## src/ptlm_pkg.sv

```systemverilog
// ptlm_pkg: shared types and constants for the pre-order tree leaf merge block
// word structs for the input and result channels, opcodes, status codes, marks
package ptlm_pkg;

  localparam int MAX_NODES_DEF = 1024;

  localparam logic [1:0] OP_CLEAR = 2'd0;
  localparam logic [1:0] OP_PUSH  = 2'd1;
  localparam logic [1:0] OP_READ  = 2'd2;

  localparam logic [1:0] ST_OK    = 2'd0;
  localparam logic [1:0] ST_FULL  = 2'd1;
  localparam logic [1:0] ST_RANGE = 2'd2;

  localparam logic MARK_LEAF   = 1'b0;
  localparam logic MARK_BRANCH = 1'b1;

  typedef struct packed {
    logic [1:0] opcode;
    logic       node_is_branch;
    logic       leaf_value;
    logic [9:0] read_index;
  } in_word_t;

  typedef struct packed {
    logic [1:0]  status;
    logic        tree_bit;
    logic        mask_bit;
    logic [10:0] tree_length;
    logic [10:0] mask_length;
  } out_word_t;

endpackage

```

## src/preorder_tree_leaf_merge_core.sv

```systemverilog
// preorder_tree_leaf_merge_core: top level of the pre-order tree leaf merge block
// depends on ptlm_pkg and ptlm_out_buf
//
// Usage: words enter on in_valid/in_word and are taken at an edge with in_valid high
// and in_stall low; each word gives exactly one result word on out_valid/out_word,
// taken at an edge with out_valid high and out_stall low.
// Tree marks and membership bits live in two single-port-read memories with a
// registered read output; the stack tops are read back, checked and rewritten.
// Clear, branch push, full push, no-op and out-of-range read need no memory read;
// an in-range read waits for one memory read. A leaf push is written, then runs the
// three-step merge check loop once per merge (two tree reads and one mask read per
// merge) until a check fails. The result is registered in the output buffer.
// One word is in work at a time.
// Reset clears both lengths and the handshake state; the memories are not cleared,
// entries above the lengths are never used in a result.
// A stalled result waits in the output register; one more result can be held in a
// skid stage, so the next word is taken while the receiver stalls. in_stall is high
// while a word is in work and while both the output register and the skid are full.
module preorder_tree_leaf_merge_core import ptlm_pkg::*; #(
  parameter int MAX_NODES = MAX_NODES_DEF
) (
  input  logic      clk,
  input  logic      rst_n,
  input  logic      in_valid,
  output logic      in_stall,
  input  in_word_t  in_word,
  output logic      out_valid,
  input  logic      out_stall,
  output out_word_t out_word
);

  localparam int CW = $clog2(MAX_NODES + 1);
  localparam int AW = $clog2(MAX_NODES);
  localparam int XW = (CW > 11) ? CW : 11;

  typedef enum logic [4:0] {
    S_IDLE = 5'b00001,
    S_CHK1 = 5'b00010,
    S_CHK2 = 5'b00100,
    S_CHK3 = 5'b01000,
    S_RDW  = 5'b10000
  } state_t;

  state_t        st_r, st_nxt;
  logic [CW-1:0] tree_cnt_r, tree_cnt_nxt;
  logic [CW-1:0] mask_cnt_r, mask_cnt_nxt;
  logic          top_mask_r, top_mask_nxt;
  logic          mlow_r, mlow_nxt;

  logic [CW-1:0] tc_m2, tc_m3, mc_m2;
  logic [XW-1:0] idx_x;
  logic          in_acc;
  logic          buf_full;

  logic          tree_mem [MAX_NODES];
  logic          mask_mem [MAX_NODES];
  logic          tree_we, mask_we;
  logic [AW-1:0] tree_waddr, mask_waddr, tree_raddr, mask_raddr;
  logic          tree_wdata, mask_wdata;
  logic          tree_q, mask_q;

  logic          res_push;
  out_word_t     res_word;

  assign in_stall = (st_r != S_IDLE) || buf_full;
  assign in_acc   = in_valid && !in_stall;
  assign tc_m2    = tree_cnt_r - CW'(2);
  assign tc_m3    = tree_cnt_r - CW'(3);
  assign mc_m2    = mask_cnt_r - CW'(2);
  assign idx_x    = XW'(in_word.read_index);

  always_comb begin
    st_nxt       = st_r;
    tree_cnt_nxt = tree_cnt_r;
    mask_cnt_nxt = mask_cnt_r;
    top_mask_nxt = top_mask_r;
    mlow_nxt     = mlow_r;
    tree_we      = 1'b0;
    mask_we      = 1'b0;
    tree_waddr   = tree_cnt_r[AW-1:0];
    mask_waddr   = mask_cnt_r[AW-1:0];
    tree_wdata   = MARK_LEAF;
    mask_wdata   = in_word.leaf_value;
    tree_raddr   = tc_m2[AW-1:0];
    mask_raddr   = mc_m2[AW-1:0];
    res_push     = 1'b0;
    res_word     = '0;
    res_word.status = ST_OK;
    case (st_r)
      S_IDLE: begin
        if (in_acc) begin
          case (in_word.opcode)
            OP_CLEAR: begin
              tree_cnt_nxt = '0;
              mask_cnt_nxt = '0;
              res_push     = 1'b1;
            end
            OP_PUSH: begin
              if (tree_cnt_r == CW'(MAX_NODES)) begin
                res_word.status = ST_FULL;
                res_push        = 1'b1;
              end else if (in_word.node_is_branch) begin
                tree_we      = 1'b1;
                tree_wdata   = MARK_BRANCH;
                tree_cnt_nxt = tree_cnt_r + CW'(1);
                res_push     = 1'b1;
              end else begin
                tree_we      = 1'b1;
                tree_wdata   = MARK_LEAF;
                tree_cnt_nxt = tree_cnt_r + CW'(1);
                if (mask_cnt_r != CW'(MAX_NODES)) begin
                  mask_we      = 1'b1;
                  mask_cnt_nxt = mask_cnt_r + CW'(1);
                end
                top_mask_nxt = in_word.leaf_value;
                st_nxt       = S_CHK1;
              end
            end
            OP_READ: begin
              if (idx_x >= XW'(tree_cnt_r)) begin
                res_word.status = ST_RANGE;
                res_push        = 1'b1;
              end else begin
                tree_raddr = AW'(in_word.read_index);
                mask_raddr = AW'(in_word.read_index);
                mlow_nxt   = idx_x < XW'(mask_cnt_r);
                st_nxt     = S_RDW;
              end
            end
            default: begin
              res_push = 1'b1;
            end
          endcase
        end
      end
      S_RDW: begin
        res_word.tree_bit = tree_q;
        res_word.mask_bit = mlow_r & mask_q;
        res_push          = 1'b1;
        st_nxt            = S_IDLE;
      end
      S_CHK1: begin
        if (tree_cnt_r >= CW'(3) && mask_cnt_r >= CW'(2)) begin
          st_nxt = S_CHK2;
        end else begin
          res_push = 1'b1;
          st_nxt   = S_IDLE;
        end
      end
      S_CHK2: begin
        if (tree_q == MARK_LEAF && mask_q == top_mask_r) begin
          tree_raddr = tc_m3[AW-1:0];
          st_nxt     = S_CHK3;
        end else begin
          res_push = 1'b1;
          st_nxt   = S_IDLE;
        end
      end
      S_CHK3: begin
        if (tree_q == MARK_BRANCH) begin
          tree_we      = 1'b1;
          tree_waddr   = tc_m3[AW-1:0];
          tree_wdata   = MARK_LEAF;
          tree_cnt_nxt = tc_m2;
          mask_cnt_nxt = mask_cnt_r - CW'(1);
          st_nxt       = S_CHK1;
        end else begin
          res_push = 1'b1;
          st_nxt   = S_IDLE;
        end
      end
      default: begin
        st_nxt = S_IDLE;
      end
    endcase
    res_word.tree_length = 11'(tree_cnt_nxt);
    res_word.mask_length = 11'(mask_cnt_nxt);
  end

  always_ff @(posedge clk) begin
    if (!rst_n) begin
      st_r       <= S_IDLE;
      tree_cnt_r <= '0;
      mask_cnt_r <= '0;
    end else begin
      st_r       <= st_nxt;
      tree_cnt_r <= tree_cnt_nxt;
      mask_cnt_r <= mask_cnt_nxt;
    end
    top_mask_r <= top_mask_nxt;
    mlow_r     <= mlow_nxt;
  end

  // tree and mask stacks
  always_ff @(posedge clk) begin
    if (tree_we) begin
      tree_mem[tree_waddr] <= tree_wdata;
    end
    tree_q <= tree_mem[tree_raddr];
  end

  always_ff @(posedge clk) begin
    if (mask_we) begin
      mask_mem[mask_waddr] <= mask_wdata;
    end
    mask_q <= mask_mem[mask_raddr];
  end

  ptlm_out_buf u_out_buf (
    .clk       (clk),
    .rst_n     (rst_n),
    .push      (res_push),
    .push_word (res_word),
    .full      (buf_full),
    .out_valid (out_valid),
    .out_stall (out_stall),
    .out_word  (out_word)
  );

  a_mask_le_tree: assert property (@(posedge clk) disable iff (!rst_n)
    mask_cnt_r <= tree_cnt_r)
    else $error("mask stack longer than tree stack");

  a_tree_bound: assert property (@(posedge clk) disable iff (!rst_n)
    tree_cnt_r <= CW'(MAX_NODES))
    else $error("tree stack beyond capacity");

  a_merge_step: assert property (@(posedge clk) disable iff (!rst_n)
    (st_r == S_CHK3 && tree_q == MARK_BRANCH) |=>
      (tree_cnt_r == $past(tree_cnt_r) - CW'(2) && st_r == S_CHK1))
    else $error("merge did not shrink tree stack by two");

  a_skid_free_busy: assert property (@(posedge clk) disable iff (!rst_n)
    (st_r != S_IDLE) |-> !buf_full)
    else $error("skid stage full while a word is in work");

endmodule

```

## src/ptlm_out_buf.sv

```systemverilog
// ptlm_out_buf: result register with one skid stage for the result channel
// depends on ptlm_pkg for the result word type
module ptlm_out_buf import ptlm_pkg::*; (
  input  logic      clk,
  input  logic      rst_n,
  input  logic      push,
  input  out_word_t push_word,
  output logic      full,
  output logic      out_valid,
  input  logic      out_stall,
  output out_word_t out_word
);

  logic      out_valid_r, out_valid_nxt;
  out_word_t out_word_r, out_word_nxt;
  logic      skid_valid_r, skid_valid_nxt;
  out_word_t skid_word_r, skid_word_nxt;
  logic      take;

  assign take = !out_valid_r || !out_stall;

  always_comb begin
    out_valid_nxt  = out_valid_r;
    out_word_nxt   = out_word_r;
    skid_valid_nxt = skid_valid_r;
    skid_word_nxt  = skid_word_r;
    if (take) begin
      if (skid_valid_r) begin
        out_valid_nxt  = 1'b1;
        out_word_nxt   = skid_word_r;
        skid_valid_nxt = push;
        skid_word_nxt  = push_word;
      end else begin
        out_valid_nxt = push;
        out_word_nxt  = push_word;
      end
    end else if (push) begin
      skid_valid_nxt = 1'b1;
      skid_word_nxt  = push_word;
    end
  end

  always_ff @(posedge clk) begin
    if (!rst_n) begin
      out_valid_r  <= 1'b0;
      skid_valid_r <= 1'b0;
    end else begin
      out_valid_r  <= out_valid_nxt;
      skid_valid_r <= skid_valid_nxt;
    end
    out_word_r  <= out_word_nxt;
    skid_word_r <= skid_word_nxt;
  end

  assign full      = skid_valid_r;
  assign out_valid = out_valid_r;
  assign out_word  = out_word_r;

endmodule
```

## config.mk

```make
export PLATFORM = sky130hd
export DESIGN_NAME = preorder_tree_leaf_merge_core
export DESIGN_NICKNAME = d
export VERILOG_FILES = /design/src/ptlm_pkg.sv /design/src/preorder_tree_leaf_merge_core.sv /design/src/ptlm_out_buf.sv
export SDC_FILE = /design/constraint.sdc
export NUM_CORES = 2
export LEC_CHECK = 0
export BUFFER_PORTS_ARGS = -buffer_cell sky130_fd_sc_hd__clkbuf_2
export CAP_MARGIN = 20
export CORE_ASPECT_RATIO = 0.9
export CORE_MARGIN = 4
export CORE_UTILIZATION = 60
export CTS_BUF_LIST = sky130_fd_sc_hd__clkbuf_16
export CTS_CLUSTER_SIZE = 8
export DETAILED_ROUTE_END_ITERATION = 7
export PLACE_DENSITY_LB_ADDON = 0.12
export SKIP_LAST_GASP = 1
export SLEW_MARGIN = 15
export SYNTH_ARGS = -nofsm -noshare
export SYNTH_HDL_FRONTEND = slang
export SYNTH_HIERARCHICAL = 1
export SYNTH_SLANG_ARGS = --single-unit
```

## constraint.sdc

```tcl
create_clock -name clk -period 22.9 [get_ports clk]
set_input_delay 0 -clock clk [delete_from_list [all_inputs] [get_ports clk]]
set_output_delay 0 -clock clk [all_outputs]
set_load 0.02 [all_outputs]
```

=== Word-level counts from Yosys, hierarchy flattened ===
Memory sizes are Yosys's and may differ from the RTL's. A register that Yosys moved wholly into a read port is not among the register bits.
Index checks and enable logic that the tools add are counted.

* Register bits: 83
* Bits in latches: 0
* Bits in writable memories: 2048
* Memory bits (read-only): 0
* Input port bits: 18
* Output and inout port bits: 28
* Logic and storage cells: 139
* Memories kept: 2

{| class="wikitable"
|+ Memory list
! memory !! words !! bits a word !! read ports !! clocked after memory_dff !! wr ports !! line !! source
|-
| mask_mem || 1024 || 1 || 1 || 1 || 1 || preorder_tree_leaf_merge_core.sv:56 || <nowiki>logic mask_mem [MAX_NODES];</nowiki>
|-
| tree_mem || 1024 || 1 || 1 || 1 || 1 || preorder_tree_leaf_merge_core.sv:55 || <nowiki>logic tree_mem [MAX_NODES];</nowiki>
|}

* Add/sub/neg operators: 6
* $mul: 0
* Divide/modulo/power cells: 0
* $lt $le $gt $ge: 4
* Equal/unequal tests: 17
* Shift-type cells: 0
* Muxes and demuxes: 74
* Bitwise logic cells: 5
* Reductions and logical operators: 14

{| class="wikitable"
|+ Operator list
! kind !! count
|-
| two-way mux 26 bit || 4
|-
| two-way mux 10 bit || 10
|-
| two-way mux 11 bit || 8
|-
| one-hot mux 11 bit (2 select lines) || 4
|-
| two-way mux 1 bit || 30
|-
| adder 11 x 1 -> 11 bit (second input constant) || 2
|-
| greater-or-equal comparator 11 x 2 -> 1 bit (second input constant) || 2
|-
| two-way mux 5 bit || 4
|-
| one-hot mux 10 bit (2 select lines) || 1
|-
| one-hot mux 5 bit (4 select lines) || 1
|-
| subtractor 10 x 2 -> 10 bit (second input constant) || 2
|-
| equality test 11 bit (second input constant) || 1
|-
| greater-or-equal comparator 10 x 11 -> 1 bit || 1
|-
| < comparator 10 x 11 -> 1 bit || 1
|-
| != test 11 bit (second input constant) || 1
|-
| subtractor 11 x 1 -> 11 bit (second input constant) || 1
|-
| subtractor 11 x 2 -> 11 bit (second input constant) || 1
|-
| two-way mux 2 bit || 5
|-
| one-hot mux 5 bit (2 select lines) || 1
|-
| AND reduction 5 bit || 2
|-
| != test 3 bit (second input constant) || 3
|-
| equality test 5 x 1 -> 1 bit (second input constant) || 1
|-
| equality test 5 x 2 -> 1 bit (second input constant) || 1
|-
| equality test 5 x 3 -> 1 bit (second input constant) || 1
|-
| other kinds (23) || 32
|}

=== Logic depth before layout (Yosys ltp) ===
* Word-level depth: 9
* Depth in mapped cells: 22
* Depth with buffers taken out: 16

=== Hierarchy ===
The synthesis kept the hierarchy.

{| class="wikitable"
|+ Modules (own cells, without submodules)
! module !! instances !! cells an instance !! area an instance (µm²) !! sequential area each (µm²)
|-
| preorder_tree_leaf_merge_core || 1 || 8404 || 94330.5 || 62139.6
|-
| ptlm_out_buf || 1 || 90 || 1981.9 || 1601.5
|}

=== Worst setup path after synthesis ===
No wires, ideal clock.

* Kind: register to register
* Start point: register st_r[4]
* End point: memory tree_mem[0] (data pin)
* Setup time: 2.867 ns
* Arrival: 14.672 ns
* Required time: 20.033 ns
* Path slack: 5.361 ns
* Stages on the path, launching flop included: 10
* Cells stage by stage: dfxtp_1 -> nor3_4 -> nand2_1 -> clkbuf_1 -> nor2_1 -> and2_1 -> clkbuf_1 -> nand2_1 -> nor2_1 -> and2_1

* Cells in the longest elaborated chain, start to end: 6

{| class="wikitable"
|+ RTL lines
! item !! line !! source
|-
| start: declaration || preorder_tree_leaf_merge_core.sv:44 || <nowiki>state_t st_r, st_nxt;</nowiki>
|-
| start signal: assignment || preorder_tree_leaf_merge_core.sv:186 || <nowiki>st_r <= st_nxt;</nowiki>
|-
| != test 5 x 1 -> 1 bit || preorder_tree_leaf_merge_core.sv:65 || <nowiki>assign in_stall = (st_r != S_IDLE) || buf_full;</nowiki>
|-
| logical OR 1 bit || preorder_tree_leaf_merge_core.sv:65 ||
|-
| zero test 1 bit || preorder_tree_leaf_merge_core.sv:66 || <nowiki>assign in_acc = in_valid && !in_stall;</nowiki>
|-
| logical AND 1 bit || preorder_tree_leaf_merge_core.sv:66 ||
|-
| two-way mux 1 bit || preorder_tree_leaf_merge_core.sv:91 || <nowiki>if (in_acc) begin</nowiki>
|-
| two-way mux 1 bit * || n/a ||
|-
| via tree_wdata || preorder_tree_leaf_merge_core.sv:59 || <nowiki>logic tree_wdata, mask_wdata;</nowiki>
|-
| end: declaration || preorder_tree_leaf_merge_core.sv:55 ||
|}

Mark *: on every way through the listed nets, which the timed path passes. The rest lies on a longest branch.

=== Worst setup path after layout ===
* Start point: register tree_cnt_r[2]
* End point: register tree_q (read register of tree_mem)

* Cells in the longest elaborated chain, start to end: 5

{| class="wikitable"
|+ RTL lines
! item !! line !! source
|-
| start: declaration || preorder_tree_leaf_merge_core.sv:45 || <nowiki>logic [CW-1:0] tree_cnt_r, tree_cnt_nxt;</nowiki>
|-
| start signal: assignment || preorder_tree_leaf_merge_core.sv:187 || <nowiki>tree_cnt_r <= tree_cnt_nxt;</nowiki>
|-
| subtractor 11 x 2 -> 11 bit / greater-or-equal comparator 10 x 11 -> 1 bit (equally long branches) || preorder_tree_leaf_merge_core.sv:67, preorder_tree_leaf_merge_core.sv:120 ||
|-
| two-way mux 10 bit || preorder_tree_leaf_merge_core.sv:120 || <nowiki>if (idx_x >= XW'(tree_cnt_r)) begin</nowiki>
|-
| two-way mux 10 bit || preorder_tree_leaf_merge_core.sv:92 || <nowiki>case (in_word.opcode)</nowiki>
|-
| two-way mux 10 bit || preorder_tree_leaf_merge_core.sv:91 ||
|-
| one-hot mux 10 bit (2 select lines) * || preorder_tree_leaf_merge_core.sv:89 || <nowiki>case (st_r)</nowiki>
|-
| end: declaration || preorder_tree_leaf_merge_core.sv:60 || <nowiki>logic tree_q, mask_q;</nowiki>
|}

Every way passes the cells marked *; elsewhere a longest branch is shown, timed or not.
A chain may end at the register's enable or synchronous reset.

==> results.py <==
metrics = {
    "outcome": {
        "status": "complete, no violations",
    },
    "critical_path": {
        "r2r_start": "tree_cnt_r[2]",
        "criticalPathCategory": "reg2reg",
        "cpPeakStageDelay_ps": 870,
        "critPathRequiredTime_ps": 23710,
        "r2r-end": "tree_q",
        "worstPathCellList": "inv_1 > ha_1 > nand2_1 > o21ai_1 > a21oi_2 > o21ai_4 > inv_2 > o211ai_4 > buf_4 > buf_4 > buf_4 > buf_4 > nand2_1 > nand3_1 > o211ai_1 > a41oi_1 > or3_1 > nor3_1 > or4_1 > a221oi_2",
        "reg2reg_setup_slack_ps": 14070,
        "reg2reg_depth": 20,
        "cp-end-kind": "flip-flop",
        "worst_path_max_delay_cell": "buf_4",
        "critPathTopFamily": "buffers and inverters",
        "worstSetupStartpointType": "flip-flop",
        "worstPathArrival_ps": 9640,
        "critPathMostFrequentCell": "buf_4",
        "worstPathMaxFanout": 99,
        "crit_buf_inv": 6,
    },
    "logic_synthesis": {
        "synth.cell_area_um2": 96310,
        "synth.net_count": 8547,
        "syn_inst": 8494,
        "synth.area.top_cells": "edfxtp_1, nor2_1, nand2_1",
        "synth_area_leader_cell": "edfxtp_1",
        "synthArstFlopShare": 0,
        "ys_seq_area_frac": 0.6618,
        "synth_edf_count": 2102,
        "synth-main-ff-cell": "edfxtp_1",
        "syn-mean-instance-area_um2": 11.34,
        "synth_top_area_share": 0.6554,
        "ys_warn_count": 6,
        "yosys_register_bits": 2133,
        "synth_cell_types": 99,
    },
    "finish": {
        "stdcell_count": 10470,
        "layout_commonest_cell": "nor2_1",
        "fill_cells": 11700,
        "fin_area_um2": 106500,
        "fin_nets": 8349,
        "multi_input_area_um2": 29390,
        "syn_to_final_growth_pct": 10.55,
        "seq_area_um2": 63740,
        "drive_gt1_frac": 0.1001,
        "final_cell_mix": "nor2_1, edfxtp_1, nand2_1",
    },
    "clocking": {
        "ctsResizeCount": 0,
        "clock-root-buffer": "clkbuf_16",
        "cts.sinks": 2133,
        "clock_latency_ps": 900,
        "cts_tree": "done",
        "cts_buffers": 316,
        "cts.reportedPaths.clkPinSlew_ps": 50,
        "htreeDepth": 5,
        "clk_path_buf_depth": 4,
    },
    "drt": {
        "num_vias": 68990,
        "wl_per_cell_um": 27.55,
        "drtIter0Drc": 11780,
        "remaining_drc_errors": 0,
        "detail-route-antenna-nets": 0,
        "drt-vias-per-instance": 6.590,
        "wirelength_um": 288400,
        "drt_first_pass_iters": 7,
    },
    "pwr": {
        "power_density_nw_per_um2": 85.68,
        "ir_worst_vdd_mv": 0.08734,
        "power.total_mw": 9.123,
        "leakage_nw": 35.15,
    },
    "grt": {
        "grt_pass1_vias": 65100,
        "grt_max_degree": 297,
        "grtUsageTotal": 0.3403,
        "grt_pass1_wl_um": 423200,
        "grt.overflow.total": 0,
        "antenna_found_initial": 11,
    },
    "sta": {
        "fin_crit_sh": 0.3856,
        "skew_ps": 35.54,
        "rsz0062_at_grt": "no",
        "fin_crit_ps": 8831,
        "finalSetupTns_ps": 0,
        "setup_viol": 0,
        "hold_violations": 0,
        "max_freq_ghz": 0.1132,
        "slew_viol_final": 0,
        "relSlewSlack": 0.1006,
        "hold-worst-slack_ps": 113.4,
        "worst_slew_pin_slew_ps": 1349,
    },
    "floorplanning": {
        "core-area_um2": 159500,
        "die_w_um": 430.3,
        "io_pins": 46,
        "die_h_um": 388.1,
        "initial_core_util": 0.6039,
        "num_rows": 139,
        "die_area_um2": 167000,
    },
    "min_path": {
        "hold_depth": 6,
        "whs_endpoint": "tree_q",
        "hp-start": "in_word[6]",
        "min_path_type": "in2reg",
    },
    "placement": {
        "place_area_um2": 97390,
        "placed_cells": 10050,
        "portBuffers": 45,
        "post-dp-hpwl_um": 146900,
        "gp_congestion": 0.8990,
    },
    "run": {
        "maxCapViolations": 0,
    },
}
[power by group]
part	switching (mW)	internal (mW)
Sequential	0.0149	4.31
Clock	1.56	2.47
Combinational	0.550	0.220
[routing by layer]
| layer | track usage | vias to the layer above | share of wire |
|---|---|---|---|
| met3 | 0.09099 | 701 | 0.14 |
| met1 | 0.5113 | 34200 | 0.39 |
| met4 | 0.1093 | 10 | 0.033 |
| met2 | 0.4876 | 4491 | 0.43 |
| met5 | 0 | - | 0.00025 |
| li1 | - | 29590 | - |
[synth_stat cells, types with 38 or more instances]
library cell and instances:
o211ai_1 109, edfxtp_1 2102, and2_1 58, a211oi_1 83, mux2i_1 188, o221ai_1 48, o22ai_1 62, buf_1 145
mux4_2 102, buf_4 44, clkbuf_1 381, a311oi_1 61, nand2_1 1472, a31oi_1 105, nor3_1 63, a22oi_1 38
and3_1 81, nor2_1 2150, buf_2 164, o21ai_0 57, a21oi_1 171, nand3_1 322
[area by class of cell]
cell class | count | share of cell area
Antenna cell | 4 | 0.00009401
Inverter | 35 | 0.001234
Timing Repair Buffer | 246 | 0.02100
Clock inverter | 47 | 0.001998
Clock buffer | 324 | 0.07615
Tap cell | 2115 | 0.02485
Sequential cell | 2133 | 0.5987
Multi-Input combinational cell | 5564 | 0.2760
[flip-flops by register name, summed over array words and instances, names as in the netlist]
name,flops
mask_q,1
top_mask_r,1
mask_mem,1024
u_out_buf/skid_word_r,26
tree_mem,1024
u_out_buf/out_word,26
mlow_r,1
st_r,5
tree_q,1
u_out_buf/out_valid,1
u_out_buf/full,1
tree_cnt_r,11
mask_cnt_r,11
[how the worst max path moves through the flow]
stage / end / cells after the start / start
3_5_place_dp: tree_q / 20 / tree_cnt_r[2]
6_report: tree_q / 20 / tree_cnt_r[2]
4_1_cts: tree_q / 20 / tree_cnt_r[2]
2_1_floorplan: tree_mem[0] / 9 / st_r[4]
3_3_place_gp: tree_q / 20 / tree_cnt_r[2]
5_1_grt: tree_q / 20 / tree_cnt_r[2]
[worst register-to-register path: cells and delay by family (launching register included)]
family | cells | cell delay (ps)
compound gates | 7 | 2680
flops | 1 | 630
simple gates | 6 | 1320
fa+ha+maj | 1 | 350
buf+inv | 6 | 3820
[per-stage QoR]
stage	util	worst slack [ps]
CTS	0.6638	14210
detailed placement	0.6107	14210
global route	0.6676	13620
global placement	0.6103	14410
floorplan	-	5361
finish	0.6676	14070
[kinds of logic (layout without fill, tap and decap cells)]
family | after synthesis | after routing | share of synthesized area
other cells | 0 | 4 | 0
buf+inv | 797 | 652 | 0.03744
flops | 2133 | 2133 | 0.6618
xor+xnor | 33 | 33 | 0.003001
compound gates | 905 | 905 | 0.06622
mux | 328 | 328 | 0.04787
fa+ha+maj | 35 | 35 | 0.004547
simple gates | 4263 | 4263 | 0.1791
[repair_timing]
action                    CTS  global route
hold buffers               15             0
setup buffers               0             0
hold endpoints to repair  263             0
No activity file was read; power rests on OpenSTA's default activity.
